==> src/sv/fts_pkg.sv <==
// ----------------------------------------------------------------------------
// fts_pkg
// Shared widths, codes and controller/datapath interface types for the
// fat tree next port selector.
// ----------------------------------------------------------------------------
package fts_pkg;

   // parameter defaults
   localparam int MAX_ARITY_DEF  = 16;
   localparam int NUM_QUEUES_DEF = 1024;
   localparam int HOST_BITS_DEF  = 10;

   // fixed field widths
   localparam int KIND_W     = 3;
   localparam int QUEUE_W    = 10;
   localparam int FLOW_W     = 32;
   localparam int PKT_W      = 2;
   localparam int SAVED_W    = 3;
   localparam int HOP_W      = 3;
   localparam int ACTION_W   = 2;
   localparam int PORT_W     = 4;
   localparam int ARITY_W    = 5;
   localparam int MODE_W     = 2;
   localparam int CSR_IDX_W  = 1;
   localparam int CSR_DATA_W = 5;

   // divider lanes
   localparam int SUM_W   = 32;
   localparam int STEPS_A = SUM_W / 2;
   localparam int NLANES  = 4;

   // link kinds
   localparam logic [KIND_W-1:0] LINK_HOST_EDGE = 3'd0;
   localparam logic [KIND_W-1:0] LINK_EDGE_AGG  = 3'd1;
   localparam logic [KIND_W-1:0] LINK_EDGE_HOST = 3'd2;
   localparam logic [KIND_W-1:0] LINK_AGG_EDGE  = 3'd3;
   localparam logic [KIND_W-1:0] LINK_AGG_CORE  = 3'd4;
   localparam logic [KIND_W-1:0] LINK_CORE_AGG  = 3'd5;

   // packet kinds
   localparam logic [PKT_W-1:0] PKT_PROBE = 2'd0;
   localparam logic [PKT_W-1:0] PKT_DATA  = 2'd2;

   // balance modes
   localparam logic [MODE_W-1:0] MODE_SPRAY = 2'd0;
   localparam logic [MODE_W-1:0] MODE_HASH  = 2'd1;
   localparam logic [MODE_W-1:0] MODE_ZERO  = 2'd2;
   localparam logic [MODE_W-1:0] MODE_SAVED = 2'd3;

   // actions
   localparam logic [ACTION_W-1:0] ACT_FORWARD  = 2'd0;
   localparam logic [ACTION_W-1:0] ACT_ARRIVED  = 2'd1;
   localparam logic [ACTION_W-1:0] ACT_MISMATCH = 2'd2;
   localparam logic [ACTION_W-1:0] ACT_HOP_ERR  = 2'd3;

   // expected hop counts
   localparam logic [HOP_W-1:0] HOP_RACK = 3'd2;
   localparam logic [HOP_W-1:0] HOP_POD  = 3'd4;
   localparam logic [HOP_W-1:0] HOP_CORE = 3'd6;

   // register indexes and reset values
   localparam logic [CSR_IDX_W-1:0] CSR_ARITY = 1'd0;
   localparam logic [CSR_IDX_W-1:0] CSR_MODE  = 1'd1;
   localparam logic [ARITY_W-1:0]   ARITY_RESET = 5'd4;
   localparam logic [MODE_W-1:0]    MODE_RESET  = 2'd0;

   typedef struct packed {
      logic clear;
      logic capture;
      logic load_a;
      logic load_b;
      logic step;
      logic finish;
   } cmd_type;

   typedef struct packed {
      logic clear_last;
   } status_type;

endpackage

==> src/sv/fts_ram.sv <==
// ----------------------------------------------------------------------------
// fts_ram
// Generic single write port, single read port RAM with registered read.
// ----------------------------------------------------------------------------
module fts_ram #(
   parameter int WIDTH = 3,
   parameter int DEPTH = 1024
) (
   input  logic                     clock,
   input  logic                     wr_en,
   input  logic [$clog2(DEPTH)-1:0] wr_addr,
   input  logic [WIDTH-1:0]         wr_data,
   input  logic [$clog2(DEPTH)-1:0] rd_addr,
   output logic [WIDTH-1:0]         rd_data
);

   logic [WIDTH-1:0] mem_ff [DEPTH];
   logic [WIDTH-1:0] rd_data_ff;

   always_ff @(posedge clock) begin
      if (wr_en) begin
         mem_ff[wr_addr] <= wr_data;
      end
      rd_data_ff <= mem_ff[rd_addr];
   end

   assign rd_data = rd_data_ff;

endmodule

==> src/sv/fts_ctrl.sv <==
// ----------------------------------------------------------------------------
// fts_ctrl
// Sequencer: clearing pass, capture, two divider passes and result hand-off.
// ----------------------------------------------------------------------------
module fts_ctrl #(
   parameter int HOST_BITS = fts_pkg::HOST_BITS_DEF
) (
   input  logic                clock,
   input  logic                reset,
   input  logic                req_valid,
   output logic                req_ready,
   output logic                rsp_valid,
   input  logic                rsp_ready,
   output fts_pkg::cmd_type    cmd,
   input  fts_pkg::status_type status
);

   localparam int STEPS_B = (HOST_BITS + 1) / 2;
   localparam int CNT_W   = $clog2(fts_pkg::STEPS_A);

   typedef enum logic [2:0] {
      ST_CLEAR,
      ST_IDLE,
      ST_LOAD_A,
      ST_RUN_A,
      ST_LOAD_B,
      ST_RUN_B,
      ST_DONE
   } state_type;

   state_type        state_ff, state_in;
   logic [CNT_W-1:0] cnt_ff, cnt_in;
   logic             rsp_valid_ff, rsp_valid_in;
   logic             out_free;

   assign out_free = !rsp_valid_ff || rsp_ready;

   always_comb begin
      state_in     = state_ff;
      cnt_in       = cnt_ff;
      rsp_valid_in = rsp_valid_ff && !rsp_ready;
      cmd          = '0;
      req_ready    = 1'b0;
      unique case (state_ff)
         ST_CLEAR: begin
            cmd.clear = 1'b1;
            if (status.clear_last) begin
               state_in = ST_IDLE;
            end
         end
         ST_IDLE: begin
            req_ready   = 1'b1;
            cmd.capture = req_valid;
            if (req_valid) begin
               state_in = ST_LOAD_A;
            end
         end
         ST_LOAD_A: begin
            cmd.load_a = 1'b1;
            cnt_in     = '0;
            state_in   = ST_RUN_A;
         end
         ST_RUN_A: begin
            cmd.step = 1'b1;
            cnt_in   = cnt_ff + 1'b1;
            if (cnt_ff == CNT_W'(fts_pkg::STEPS_A - 1)) begin
               state_in = ST_LOAD_B;
            end
         end
         ST_LOAD_B: begin
            cmd.load_b = 1'b1;
            cnt_in     = '0;
            state_in   = ST_RUN_B;
         end
         ST_RUN_B: begin
            cmd.step = 1'b1;
            cnt_in   = cnt_ff + 1'b1;
            if (cnt_ff == CNT_W'(STEPS_B - 1)) begin
               state_in = ST_DONE;
            end
         end
         ST_DONE: begin
            if (out_free) begin
               cmd.finish   = 1'b1;
               rsp_valid_in = 1'b1;
               state_in     = ST_IDLE;
            end
         end
         default: begin
            state_in = ST_IDLE;
         end
      endcase
   end

   always_ff @(posedge clock) begin
      if (reset) begin
         state_ff     <= ST_CLEAR;
         cnt_ff       <= '0;
         rsp_valid_ff <= 1'b0;
      end else begin
         state_ff     <= state_in;
         cnt_ff       <= cnt_in;
         rsp_valid_ff <= rsp_valid_in;
      end
   end

   assign rsp_valid = rsp_valid_ff;

endmodule

==> src/sv/fts_dpath.sv <==
// ----------------------------------------------------------------------------
// fts_dpath
// Datapath: registers, four-lane radix-4 restoring divider by k/2,
// spray counter RAM and result selection.
// ----------------------------------------------------------------------------
module fts_dpath #(
   parameter int MAX_ARITY  = fts_pkg::MAX_ARITY_DEF,
   parameter int NUM_QUEUES = fts_pkg::NUM_QUEUES_DEF,
   parameter int HOST_BITS  = fts_pkg::HOST_BITS_DEF
) (
   input  logic                             clock,
   input  logic                             reset,
   input  fts_pkg::cmd_type                 cmd,
   output fts_pkg::status_type              status,
   input  logic                             csr_wr_en,
   input  logic [fts_pkg::CSR_IDX_W-1:0]    csr_index,
   input  logic [fts_pkg::CSR_DATA_W-1:0]   csr_wr_data,
   input  logic [fts_pkg::KIND_W-1:0]       req_link_kind,
   input  logic [fts_pkg::QUEUE_W-1:0]      req_queue_id,
   input  logic [HOST_BITS-1:0]             req_src_host,
   input  logic [HOST_BITS-1:0]             req_dst_host,
   input  logic [HOST_BITS-1:0]             req_link_host,
   input  logic [fts_pkg::FLOW_W-1:0]       req_flow_id,
   input  logic [fts_pkg::PKT_W-1:0]        req_packet_kind,
   input  logic [fts_pkg::SAVED_W-1:0]      req_saved_up,
   input  logic                             req_saved_up_valid,
   input  logic [fts_pkg::SAVED_W-1:0]      req_saved_edge_up,
   input  logic                             req_saved_edge_up_valid,
   input  logic [fts_pkg::HOP_W-1:0]        req_hop_in,
   output logic [fts_pkg::ACTION_W-1:0]     rsp_action,
   output logic [fts_pkg::PORT_W-1:0]       rsp_next_port,
   output logic [fts_pkg::HOP_W-1:0]        rsp_hop_count,
   output logic [fts_pkg::SAVED_W-1:0]      rsp_saved_up_out,
   output logic                             rsp_saved_up_valid_out,
   output logic [fts_pkg::SAVED_W-1:0]      rsp_saved_edge_up_out,
   output logic                             rsp_saved_edge_up_valid_out
);

   localparam int HALF_W  = $clog2(MAX_ARITY / 2 + 1);
   localparam int SPRAY_W = $clog2(MAX_ARITY / 2);
   localparam int QI_W    = $clog2(NUM_QUEUES);
   localparam int STEPS_B = (HOST_BITS + 1) / 2;
   localparam int SHIFT_B = fts_pkg::SUM_W - 2 * STEPS_B;
   localparam int MAX_K   = (MAX_ARITY / 2) * 2;
   localparam int SUM_W   = fts_pkg::SUM_W;
   localparam int NLANES  = fts_pkg::NLANES;
   localparam int SAVED_W = fts_pkg::SAVED_W;
   localparam int PICK_W  = HALF_W + SAVED_W + 1;

   // configuration
   logic [fts_pkg::ARITY_W-1:0] arity_ff;
   logic [fts_pkg::MODE_W-1:0]  mode_ff;

   // captured item
   logic [fts_pkg::KIND_W-1:0]  kind_ff;
   logic [QI_W-1:0]             qidx_ff;
   logic [HOST_BITS-1:0]        src_ff, dst_ff, lhost_ff;
   logic [fts_pkg::FLOW_W-1:0]  flow_ff;
   logic [fts_pkg::PKT_W-1:0]   pkind_ff;
   logic [SAVED_W-1:0]          sv_ff, se_ff;
   logic                        svv_ff, sev_ff;
   logic [fts_pkg::HOP_W-1:0]   hop_ff;
   logic [HALF_W-1:0]           half_ff, half_calc;

   // divider lanes and saved first-pass results
   logic [SUM_W-1:0]  q_ff [NLANES];
   logic [SUM_W-1:0]  q_in [NLANES];
   logic [SUM_W-1:0]  q_step [NLANES];
   logic [HALF_W-1:0] r_ff [NLANES];
   logic [HALF_W-1:0] r_in [NLANES];
   logic [HALF_W-1:0] r_step [NLANES];
   logic [HOST_BITS-1:0] qs_ff, qd_ff;
   logic [HALF_W-1:0]    rd_ff, sumrem_ff, sprayrem_ff;

   // spray counter memory
   logic [QI_W-1:0]    clr_addr_ff;
   logic               ram_wr_en;
   logic [QI_W-1:0]    ram_wr_addr;
   logic [SPRAY_W-1:0] ram_wr_data, ram_rd_data, spray_next;
   logic [HALF_W:0]    spray_inc;

   // result
   logic [fts_pkg::ACTION_W-1:0] act_in, act_ff;
   logic [fts_pkg::PORT_W-1:0]   port_in, port_ff;
   logic [fts_pkg::HOP_W-1:0]    hopo_in, hopo_ff, expect_hop;
   logic [SAVED_W-1:0]           svo_in, svo_ff, seo_in, seo_ff;
   logic                         svvo_in, svvo_ff, sevo_in, sevo_ff;
   logic                         use_pick;
   logic                         same_rack, same_pod;
   logic [HOST_BITS-1:0]         qqd;
   logic [HALF_W-1:0]            rqd;
   logic [PICK_W-1:0]            pick_host, pick_edge;
   logic [HALF_W-1:0]            ch_host, ch_edge;
   logic [HALF_W:0]              up_host, up_edge;

   function automatic logic [PICK_W-1:0] pick(
      input logic [SAVED_W-1:0]        sv,
      input logic                      svv,
      input logic [HALF_W-1:0]         half,
      input logic [fts_pkg::MODE_W-1:0] mode,
      input logic [HALF_W-1:0]         spray,
      input logic [HALF_W-1:0]         sumrem,
      input logic [fts_pkg::PKT_W-1:0] pkind
   );
      logic [HALF_W-1:0]  choice;
      logic [SAVED_W-1:0] sv_o;
      logic               svv_o;
      choice = '0;
      case (mode)
         fts_pkg::MODE_SPRAY: choice = spray;
         fts_pkg::MODE_HASH:  choice = sumrem;
         fts_pkg::MODE_SAVED: begin
            if (svv && (int'(sv) < int'(half))) begin
               choice = HALF_W'(sv);
            end
         end
         default: choice = '0;
      endcase
      sv_o  = sv;
      svv_o = svv;
      if (pkind == fts_pkg::PKT_PROBE) begin
         sv_o  = SAVED_W'(choice);
         svv_o = 1'b1;
      end else if ((pkind == fts_pkg::PKT_DATA) && svv) begin
         choice = (int'(sv) < int'(half)) ? HALF_W'(sv) : '0;
      end
      return {choice, sv_o, svv_o};
   endfunction

   // configuration registers
   always_ff @(posedge clock) begin
      if (reset) begin
         arity_ff <= fts_pkg::ARITY_RESET;
         mode_ff  <= fts_pkg::MODE_RESET;
      end else if (csr_wr_en) begin
         unique case (csr_index)
            fts_pkg::CSR_ARITY: arity_ff <= csr_wr_data[fts_pkg::ARITY_W-1:0];
            fts_pkg::CSR_MODE:  mode_ff  <= csr_wr_data[fts_pkg::MODE_W-1:0];
            default: ;
         endcase
      end
   end

   // effective k/2 from the arity register
   always_comb begin
      int k;
      k = int'({arity_ff[fts_pkg::ARITY_W-1:1], 1'b0});
      if (k < 4) k = 4;
      if (k > MAX_K) k = MAX_K;
      half_calc = HALF_W'(k >> 1);
   end

   // capture on input transfer
   always_ff @(posedge clock) begin
      if (cmd.capture) begin
         kind_ff  <= req_link_kind;
         qidx_ff  <= QI_W'(req_queue_id);
         src_ff   <= req_src_host;
         dst_ff   <= req_dst_host;
         lhost_ff <= req_link_host;
         flow_ff  <= req_flow_id;
         pkind_ff <= req_packet_kind;
         sv_ff    <= req_saved_up;
         svv_ff   <= req_saved_up_valid;
         se_ff    <= req_saved_edge_up;
         sev_ff   <= req_saved_edge_up_valid;
         hop_ff   <= req_hop_in;
         half_ff  <= half_calc;
      end
   end

   // two restoring division steps per cycle on every lane, taken while cmd.step is set
   always_comb begin
      logic [HALF_W:0]   t;
      logic [HALF_W-1:0] r;
      logic [SUM_W-1:0]  q;
      logic              ge;
      for (int l = 0; l < NLANES; l++) begin
         r = r_ff[l];
         q = q_ff[l];
         for (int s = 0; s < 2; s++) begin
            t  = {r, q[SUM_W-1]};
            ge = (t >= {1'b0, half_ff});
            if (ge) begin
               t = t - {1'b0, half_ff};
            end
            r = t[HALF_W-1:0];
            q = {q[SUM_W-2:0], ge};
         end
         q_step[l] = q;
         r_step[l] = r;
      end
   end

   always_comb begin
      for (int l = 0; l < NLANES; l++) begin
         q_in[l] = q_ff[l];
         r_in[l] = r_ff[l];
      end
      if (cmd.load_a) begin
         q_in[0] = SUM_W'(src_ff);
         q_in[1] = SUM_W'(dst_ff);
         q_in[2] = SUM_W'(src_ff) + SUM_W'(dst_ff) + SUM_W'(flow_ff);
         q_in[3] = SUM_W'(ram_rd_data);
         for (int l = 0; l < NLANES; l++) begin
            r_in[l] = '0;
         end
      end else if (cmd.load_b) begin
         q_in[0] = SUM_W'(q_ff[0][HOST_BITS-1:0]) << SHIFT_B;
         q_in[1] = SUM_W'(q_ff[1][HOST_BITS-1:0]) << SHIFT_B;
         for (int l = 0; l < NLANES; l++) begin
            r_in[l] = '0;
         end
      end else if (cmd.step) begin
         for (int l = 0; l < NLANES; l++) begin
            q_in[l] = q_step[l];
            r_in[l] = r_step[l];
         end
      end
   end

   always_ff @(posedge clock) begin
      for (int l = 0; l < NLANES; l++) begin
         q_ff[l] <= q_in[l];
         r_ff[l] <= r_in[l];
      end
      if (cmd.load_b) begin
         qs_ff       <= q_ff[0][HOST_BITS-1:0];
         qd_ff       <= q_ff[1][HOST_BITS-1:0];
         rd_ff       <= r_ff[1];
         sumrem_ff   <= r_ff[2];
         sprayrem_ff <= r_ff[3];
      end
   end

   // rack and pod compare after the second pass
   assign same_rack = (qs_ff == qd_ff);
   assign same_pod  = (q_ff[0][HOST_BITS-1:0] == q_ff[1][HOST_BITS-1:0]);
   assign qqd       = q_ff[1][HOST_BITS-1:0];
   assign rqd       = r_ff[1];
   assign expect_hop = same_rack ? fts_pkg::HOP_RACK :
                       (same_pod ? fts_pkg::HOP_POD : fts_pkg::HOP_CORE);

   assign pick_host = pick(sv_ff, svv_ff, half_ff, mode_ff, sprayrem_ff, sumrem_ff, pkind_ff);
   assign pick_edge = pick(se_ff, sev_ff, half_ff, mode_ff, sprayrem_ff, sumrem_ff, pkind_ff);
   assign ch_host   = pick_host[PICK_W-1 -: HALF_W];
   assign ch_edge   = pick_edge[PICK_W-1 -: HALF_W];
   assign up_host   = {1'b0, half_ff} + {1'b0, ch_host};
   assign up_edge   = {1'b0, half_ff} + {1'b0, ch_edge};

   always_comb begin
      act_in   = fts_pkg::ACT_FORWARD;
      port_in  = '0;
      hopo_in  = hop_ff;
      svo_in   = sv_ff;
      svvo_in  = svv_ff;
      seo_in   = se_ff;
      sevo_in  = sev_ff;
      use_pick = 1'b0;
      unique case (kind_ff)
         fts_pkg::LINK_HOST_EDGE: begin
            hopo_in = expect_hop;
            if (same_rack) begin
               port_in = fts_pkg::PORT_W'(rd_ff);
            end else begin
               port_in  = fts_pkg::PORT_W'(up_host);
               svo_in   = pick_host[SAVED_W:1];
               svvo_in  = pick_host[0];
               use_pick = 1'b1;
            end
         end
         fts_pkg::LINK_EDGE_AGG: begin
            if (same_pod) begin
               port_in = fts_pkg::PORT_W'(rqd);
            end else begin
               port_in  = fts_pkg::PORT_W'(up_edge);
               seo_in   = pick_edge[SAVED_W:1];
               sevo_in  = pick_edge[0];
               use_pick = 1'b1;
            end
         end
         fts_pkg::LINK_EDGE_HOST: begin
            if (dst_ff != lhost_ff) begin
               act_in = fts_pkg::ACT_MISMATCH;
            end else if (hop_ff != expect_hop) begin
               act_in = fts_pkg::ACT_HOP_ERR;
            end else begin
               act_in = fts_pkg::ACT_ARRIVED;
            end
         end
         fts_pkg::LINK_AGG_EDGE: port_in = fts_pkg::PORT_W'(rd_ff);
         fts_pkg::LINK_AGG_CORE: port_in = fts_pkg::PORT_W'(qqd);
         fts_pkg::LINK_CORE_AGG: port_in = fts_pkg::PORT_W'(rqd);
         default: act_in = fts_pkg::ACT_HOP_ERR;
      endcase
   end

   always_ff @(posedge clock) begin
      if (cmd.finish) begin
         act_ff  <= act_in;
         port_ff <= port_in;
         hopo_ff <= hopo_in;
         svo_ff  <= svo_in;
         svvo_ff <= svvo_in;
         seo_ff  <= seo_in;
         sevo_ff <= sevo_in;
      end
   end

   // spray counter advance and clearing pass
   assign spray_inc  = {1'b0, sprayrem_ff} + 1'b1;
   assign spray_next = (spray_inc == {1'b0, half_ff}) ? '0 : SPRAY_W'(spray_inc);

   always_ff @(posedge clock) begin
      if (reset) begin
         clr_addr_ff <= '0;
      end else if (cmd.clear) begin
         clr_addr_ff <= clr_addr_ff + 1'b1;
      end
   end

   assign status.clear_last = (clr_addr_ff == QI_W'(NUM_QUEUES - 1));

   assign ram_wr_en   = cmd.clear ||
                        (cmd.finish && use_pick && (mode_ff == fts_pkg::MODE_SPRAY));
   assign ram_wr_addr = cmd.clear ? clr_addr_ff : qidx_ff;
   assign ram_wr_data = cmd.clear ? '0 : spray_next;

   fts_ram #(
      .WIDTH (SPRAY_W),
      .DEPTH (NUM_QUEUES)
   ) u_spray_ram (
      .clock   (clock),
      .wr_en   (ram_wr_en),
      .wr_addr (ram_wr_addr),
      .wr_data (ram_wr_data),
      .rd_addr (QI_W'(req_queue_id)),
      .rd_data (ram_rd_data)
   );

   assign rsp_action                  = act_ff;
   assign rsp_next_port               = port_ff;
   assign rsp_hop_count               = hopo_ff;
   assign rsp_saved_up_out            = svo_ff;
   assign rsp_saved_up_valid_out      = svvo_ff;
   assign rsp_saved_edge_up_out       = seo_ff;
   assign rsp_saved_edge_up_valid_out = sevo_ff;

endmodule

==> src/sv/fat_tree_next_port_select.sv <==
// ----------------------------------------------------------------------------
// fat_tree_next_port_select
// Next-port selection for one packet on one link of a k-ary fat tree.
// ----------------------------------------------------------------------------
// sequence: capture, the two passes of the radix-4 divider by k/2, then the
//    result registers are loaded and rsp_valid raised once the output is free
// items: one at a time; req_ready is high only when idle, once the previous result is loaded
// reset: clears all NUM_QUEUES entries of the spray counter memory, one entry
//    a cycle, while req_ready stays low
// ----------------------------------------------------------------------------
module fat_tree_next_port_select #(
   parameter int MAX_ARITY  = fts_pkg::MAX_ARITY_DEF,
   parameter int NUM_QUEUES = fts_pkg::NUM_QUEUES_DEF,
   parameter int HOST_BITS  = fts_pkg::HOST_BITS_DEF
) (
   input  logic                           clock,
   input  logic                           reset,
   input  logic                           csr_wr_en,
   input  logic [fts_pkg::CSR_IDX_W-1:0]  csr_index,
   input  logic [fts_pkg::CSR_DATA_W-1:0] csr_wr_data,
   input  logic                           req_valid,
   output logic                           req_ready,
   input  logic [fts_pkg::KIND_W-1:0]     req_link_kind,
   input  logic [fts_pkg::QUEUE_W-1:0]    req_queue_id,
   input  logic [HOST_BITS-1:0]           req_src_host,
   input  logic [HOST_BITS-1:0]           req_dst_host,
   input  logic [HOST_BITS-1:0]           req_link_host,
   input  logic [fts_pkg::FLOW_W-1:0]     req_flow_id,
   input  logic [fts_pkg::PKT_W-1:0]      req_packet_kind,
   input  logic [fts_pkg::SAVED_W-1:0]    req_saved_up,
   input  logic                           req_saved_up_valid,
   input  logic [fts_pkg::SAVED_W-1:0]    req_saved_edge_up,
   input  logic                           req_saved_edge_up_valid,
   input  logic [fts_pkg::HOP_W-1:0]      req_hop_in,
   output logic                           rsp_valid,
   input  logic                           rsp_ready,
   output logic [fts_pkg::ACTION_W-1:0]   rsp_action,
   output logic [fts_pkg::PORT_W-1:0]     rsp_next_port,
   output logic [fts_pkg::HOP_W-1:0]      rsp_hop_count,
   output logic [fts_pkg::SAVED_W-1:0]    rsp_saved_up_out,
   output logic                           rsp_saved_up_valid_out,
   output logic [fts_pkg::SAVED_W-1:0]    rsp_saved_edge_up_out,
   output logic                           rsp_saved_edge_up_valid_out
);

   fts_pkg::cmd_type    cmd;
   fts_pkg::status_type status;

   fts_ctrl #(
      .HOST_BITS (HOST_BITS)
   ) u_ctrl (
      .clock     (clock),
      .reset     (reset),
      .req_valid (req_valid),
      .req_ready (req_ready),
      .rsp_valid (rsp_valid),
      .rsp_ready (rsp_ready),
      .cmd       (cmd),
      .status    (status)
   );

   fts_dpath #(
      .MAX_ARITY  (MAX_ARITY),
      .NUM_QUEUES (NUM_QUEUES),
      .HOST_BITS  (HOST_BITS)
   ) u_dpath (
      .clock                       (clock),
      .reset                       (reset),
      .cmd                         (cmd),
      .status                      (status),
      .csr_wr_en                   (csr_wr_en),
      .csr_index                   (csr_index),
      .csr_wr_data                 (csr_wr_data),
      .req_link_kind               (req_link_kind),
      .req_queue_id                (req_queue_id),
      .req_src_host                (req_src_host),
      .req_dst_host                (req_dst_host),
      .req_link_host               (req_link_host),
      .req_flow_id                 (req_flow_id),
      .req_packet_kind             (req_packet_kind),
      .req_saved_up                (req_saved_up),
      .req_saved_up_valid          (req_saved_up_valid),
      .req_saved_edge_up           (req_saved_edge_up),
      .req_saved_edge_up_valid     (req_saved_edge_up_valid),
      .req_hop_in                  (req_hop_in),
      .rsp_action                  (rsp_action),
      .rsp_next_port               (rsp_next_port),
      .rsp_hop_count               (rsp_hop_count),
      .rsp_saved_up_out            (rsp_saved_up_out),
      .rsp_saved_up_valid_out      (rsp_saved_up_valid_out),
      .rsp_saved_edge_up_out       (rsp_saved_edge_up_out),
      .rsp_saved_edge_up_valid_out (rsp_saved_edge_up_valid_out)
   );

endmodule

==> config.mk <==
export PLATFORM = sky130hd
export DESIGN_NAME = fat_tree_next_port_select
export DESIGN_NICKNAME = d
export VERILOG_FILES = /design/src/sv/fts_pkg.sv /design/src/sv/fts_ram.sv /design/src/sv/fts_ctrl.sv /design/src/sv/fts_dpath.sv /design/src/sv/fat_tree_next_port_select.sv
export SDC_FILE = /design/constraint.sdc
export NUM_CORES = 2
export LEC_CHECK = 0
export BUFFER_PORTS_ARGS = -buffer_cell sky130_fd_sc_hd__buf_2
export CAP_MARGIN = 20
export CORE_ASPECT_RATIO = 1.5
export CORE_UTILIZATION = 65
export DETAILED_ROUTE_END_ITERATION = 10
export PLACE_DENSITY_LB_ADDON = 0.08
export RECOVER_POWER = 50
export SKIP_CTS_REPAIR_TIMING = 1
export SLEW_MARGIN = 25
export SYNTH_ARGS = -nofsm -noshare
export SYNTH_HDL_FRONTEND = slang
export SYNTH_SLANG_ARGS = --single-unit
==> constraint.sdc <==
create_clock -name clock -period 58.5 [get_ports clock]
set_input_delay 17.55 -clock clock [delete_from_list [all_inputs] [get_ports clock]]
set_output_delay 17.55 -clock clock [all_outputs]
set_load 0.01 [all_outputs]
==> results.json <==
{
  "status": "finished with violations",
  "failed_checks": "max-capacitance violations, max-slew violations",
  "stdcell_area_um2": 150600,
  "dpl_cell_area_um2": 140900,
  "vias": 76772,
  "cp-start-kind": "input port",
  "tightest_slew_ps": 8993,
  "clock-root-buffer": "clkbuf_16",
  "post-dp-hpwl_um": 233000,
  "hold_violations": 0,
  "multi_input_area_um2": 34440,
  "row_count": 206,
  "synth_nets": 7987,
  "worstPathRequired_ps": 59250,
  "yosysSeqAreaShare": 0.7310,
  "core_area_um2": 210100,
  "p_sw_w": 0.0009791,
  "grt_usage": 0.3626,
  "drv_slew": 3333,
  "ir_worst_vdd_uv": 25.85,
  "worstSetupPathType": "input port to flip-flop",
  "switching_share": 0.2060,
  "synthToLayoutAreaGrowth_pct": 9.614,
  "setup_tns_ps": 0,
  "finalCriticalPeriod_ps": 22190,
  "drt_iter0_drc": 9938,
  "h-tree-depth": 5,
  "grt_pass1_wl_um": 541200,
  "die_h_um": 565.1,
  "routed_wl_um": 383900,
  "ys_ff_latch": 3384,
  "syn_inst": 7809,
  "rsz0062_at_grt": "no",
  "gp_congestion": 0.9383,
  "fmax_mhz": 45.07,
  "die_x_um": 377.4,
  "grt-ovfl-total": 0,
  "final_nets": 8080,
  "ant_nets": 0,
  "min_path_type": "flip-flop to flip-flop",
  "clk_latency_ps": 890,
  "grt_pass1_vias": 77224,
  "pwr-share-comb": 0.028,
  "drcViolationCount": 0,
  "synthArstFlopShare": 0,
  "seq_area_um2": 100500,
  "drive_above_1_share": 0.1883,
  "p_seq_frac": 0.551,
  "cts_sinks": 3384,
  "worst-path-max-fanout": 102,
  "numCtsBuffers": 306,
  "fill_cells": 12831,
  "slew_headroom": -4.995,
  "clkPwrFrac": 0.421,
  "p_leak_nw": 55.13,
  "clockBufferDepth": 4,
  "max-cap-violations": 38,
  "synth.distinct_cells": 79,
  "ys_warn_count": 0,
  "setup-violations-final": 0,
  "avgSynthCellArea_um2": 17.60,
  "crit_path_end_kind": "flip-flop",
  "placed_cells": 10393,
  "synthFlopType": "edfxtp_1",
  "tritoncts": "built",
  "fin_skew_ps": 53.33,
  "drt_first_pass_iters": 6,
  "syn_area_um2": 137400,
  "critPathMaxStageDelay_ps": 880,
  "grt_max_degree": 251,
  "power.density_nw_per_um2": 31.55,
  "grt_antenna_before_repair": 20,
  "stdcell_count": 10970,
  "dieArea_um2": 213300,
  "synth_edf_count": 3268,
  "wl_per_cell_um": 35.00,
  "worstPathCellList": "buf_8 > buf_12 > buf_4 > buf_12 > mux4_2 > mux2i_1 > o211ai_1 > or4_1 > nand4_1 > nor4_1 > or4_1",
  "io_buffer_count": 117,
  "cp_slowest_cell": "or4_1",
  "viasPerCell": 6.998,
  "period_share": 0.3793,
  "num_io_pins": 118,
  "p_int_w": 0.003773,
  "cp.arrival_ps": 22940,
  "clk_pin_slew_ps": 60,
  "initial_core_util": 0.6542
}
## cell usage after synthesis, drive strengths merged (47+ instances only)
cell	n	area share
buf	230	0.013
clkbuf	314	0.0086
a221oi	51	0.0033
inv	47	0.0013
mux2i	265	0.019
a22o	55	0.0035
o22ai	72	0.0033
xnor2	56	0.0036
dfxtp	116	0.017
a21oi	156	0.0057
nand2	335	0.0092
ha	67	0.0061
o21ai	100	0.0036
nor3	58	0.0021
mux4	700	0.11
nand3	118	0.0043
a22oi	135	0.0074
nor2	1180	0.032
edfxtp	3268	0.71
## final timing paths
check	startpoint	endpoint	slack (ps)	depth (start not counted)
setup reg to reg	u_ctrl.state_ff[1]$_SDFFE_PP0P_	u_dpath.u_spray_ram.mem_ff[206][0]$_DFFE_PP_	39150	9
hold reg to reg	u_dpath.q_ff[3][1]$_DFFE_PP_	u_dpath.q_ff[3][3]$_SDFFE_PP0P_	440	2
setup / recovery	req_queue_id[1]	u_dpath.u_spray_ram.rd_data[1]$_DFF_P_	36310	11
hold / removal	u_dpath.q_ff[3][1]$_DFFE_PP_	u_dpath.q_ff[3][3]$_SDFFE_PP0P_	440	2
## registers in the layout, indices dropped and copies added (netlist names), 16 cells and up
signal and count:
u_dpath.flow_ff 32, u_dpath.q_ff 128, u_dpath.r_ff 16, u_dpath.u_spray_ram.mem_ff 3072
## per-stage QoR
stage | setup WS [ps] | hold slack (ps) | util | total power, W
final | 36310 | 439.2 | 0.7170 | 0.004752
after CTS | 36250 | 440.0 | 0.7176 | 0.004760
after global routing | 35880 | 461.0 | 0.7169 | 0.004845
after detailed placement | 35330 | 428.0 | 0.6708 | 0.002800
after global placement | 35110 | 424.8 | 0.6703 | 0.002799
after floorplan | 28560 | 408.1 | - | 0.002748
## critical path: cells and delay by family
family | cells | cell delay, ps
simple gates | 4 | 1660
buf+inv | 4 | 2390
compound gates | 1 | 170
mux | 2 | 760
## layout make-up
class,count,share of cell area
diodes,14,0.0002326
clock buffers,364,0.05312
clock inverters,190,0.01214
inverters,47,0.001180
multi-input cells,3834,0.2286
flip-flops and latches,3384,0.6669
well taps,2808,0.02333
repair buffers,329,0.01442
## cell families (layout without fill, tap and decap cells)
kind of cell | Yosys count | in the layout | share of synthesized area
buffers and inverters | 591 | 930 | 0.02244
and+or+nand+nor | 1888 | 1888 | 0.05741
xor gates and xnor gates | 101 | 101 | 0.006437
other | 0 | 14 | 0
AOI/OAI and AO/OA | 780 | 780 | 0.03908
DFF | 3384 | 3384 | 0.7310
adders and majority gates | 79 | 79 | 0.007849
muxes | 986 | 986 | 0.1357
## per-layer routing
metal	GRT usage	share of wire	wire [um]	up-vias
met5	0	0.00017	67	-
met4	0.2471	0.078	29970	8
met3	0.07181	0.11	40340	1106
met2	0.5959	0.50	190100	5031
met1	0.4369	0.32	123500	39552
li1	-	-	-	31075
## layout by cell type (no fill, tap or decap), drive strengths merged, types with 100 or more instances in the layout
cell / Yosys / layout
clkbuf: 314 / 407
nand3: 118 / 118
a21oi: 156 / 156
buf: 230 / 286
clkinv: 0 / 129
nand2: 335 / 335
edfxtp: 3268 / 3268
mux4: 700 / 700
mux2i: 265 / 265
dfxtp: 116 / 116
o21ai: 100 / 100
nor2: 1180 / 1180
a22oi: 135 / 135
## power by group through the flow
stage                     Sequential (W)  Combinational [W]  Clock, W
after CTS                        0.00262           0.000129   0.00201
after global placement           0.00267           0.000127         0
after detailed placement         0.00267           0.000129         0
after floorplan                  0.00267          0.0000770         0
after global routing             0.00262           0.000133   0.00209
final                            0.00262           0.000132   0.00200
Power figures use the tool's default switching activity.
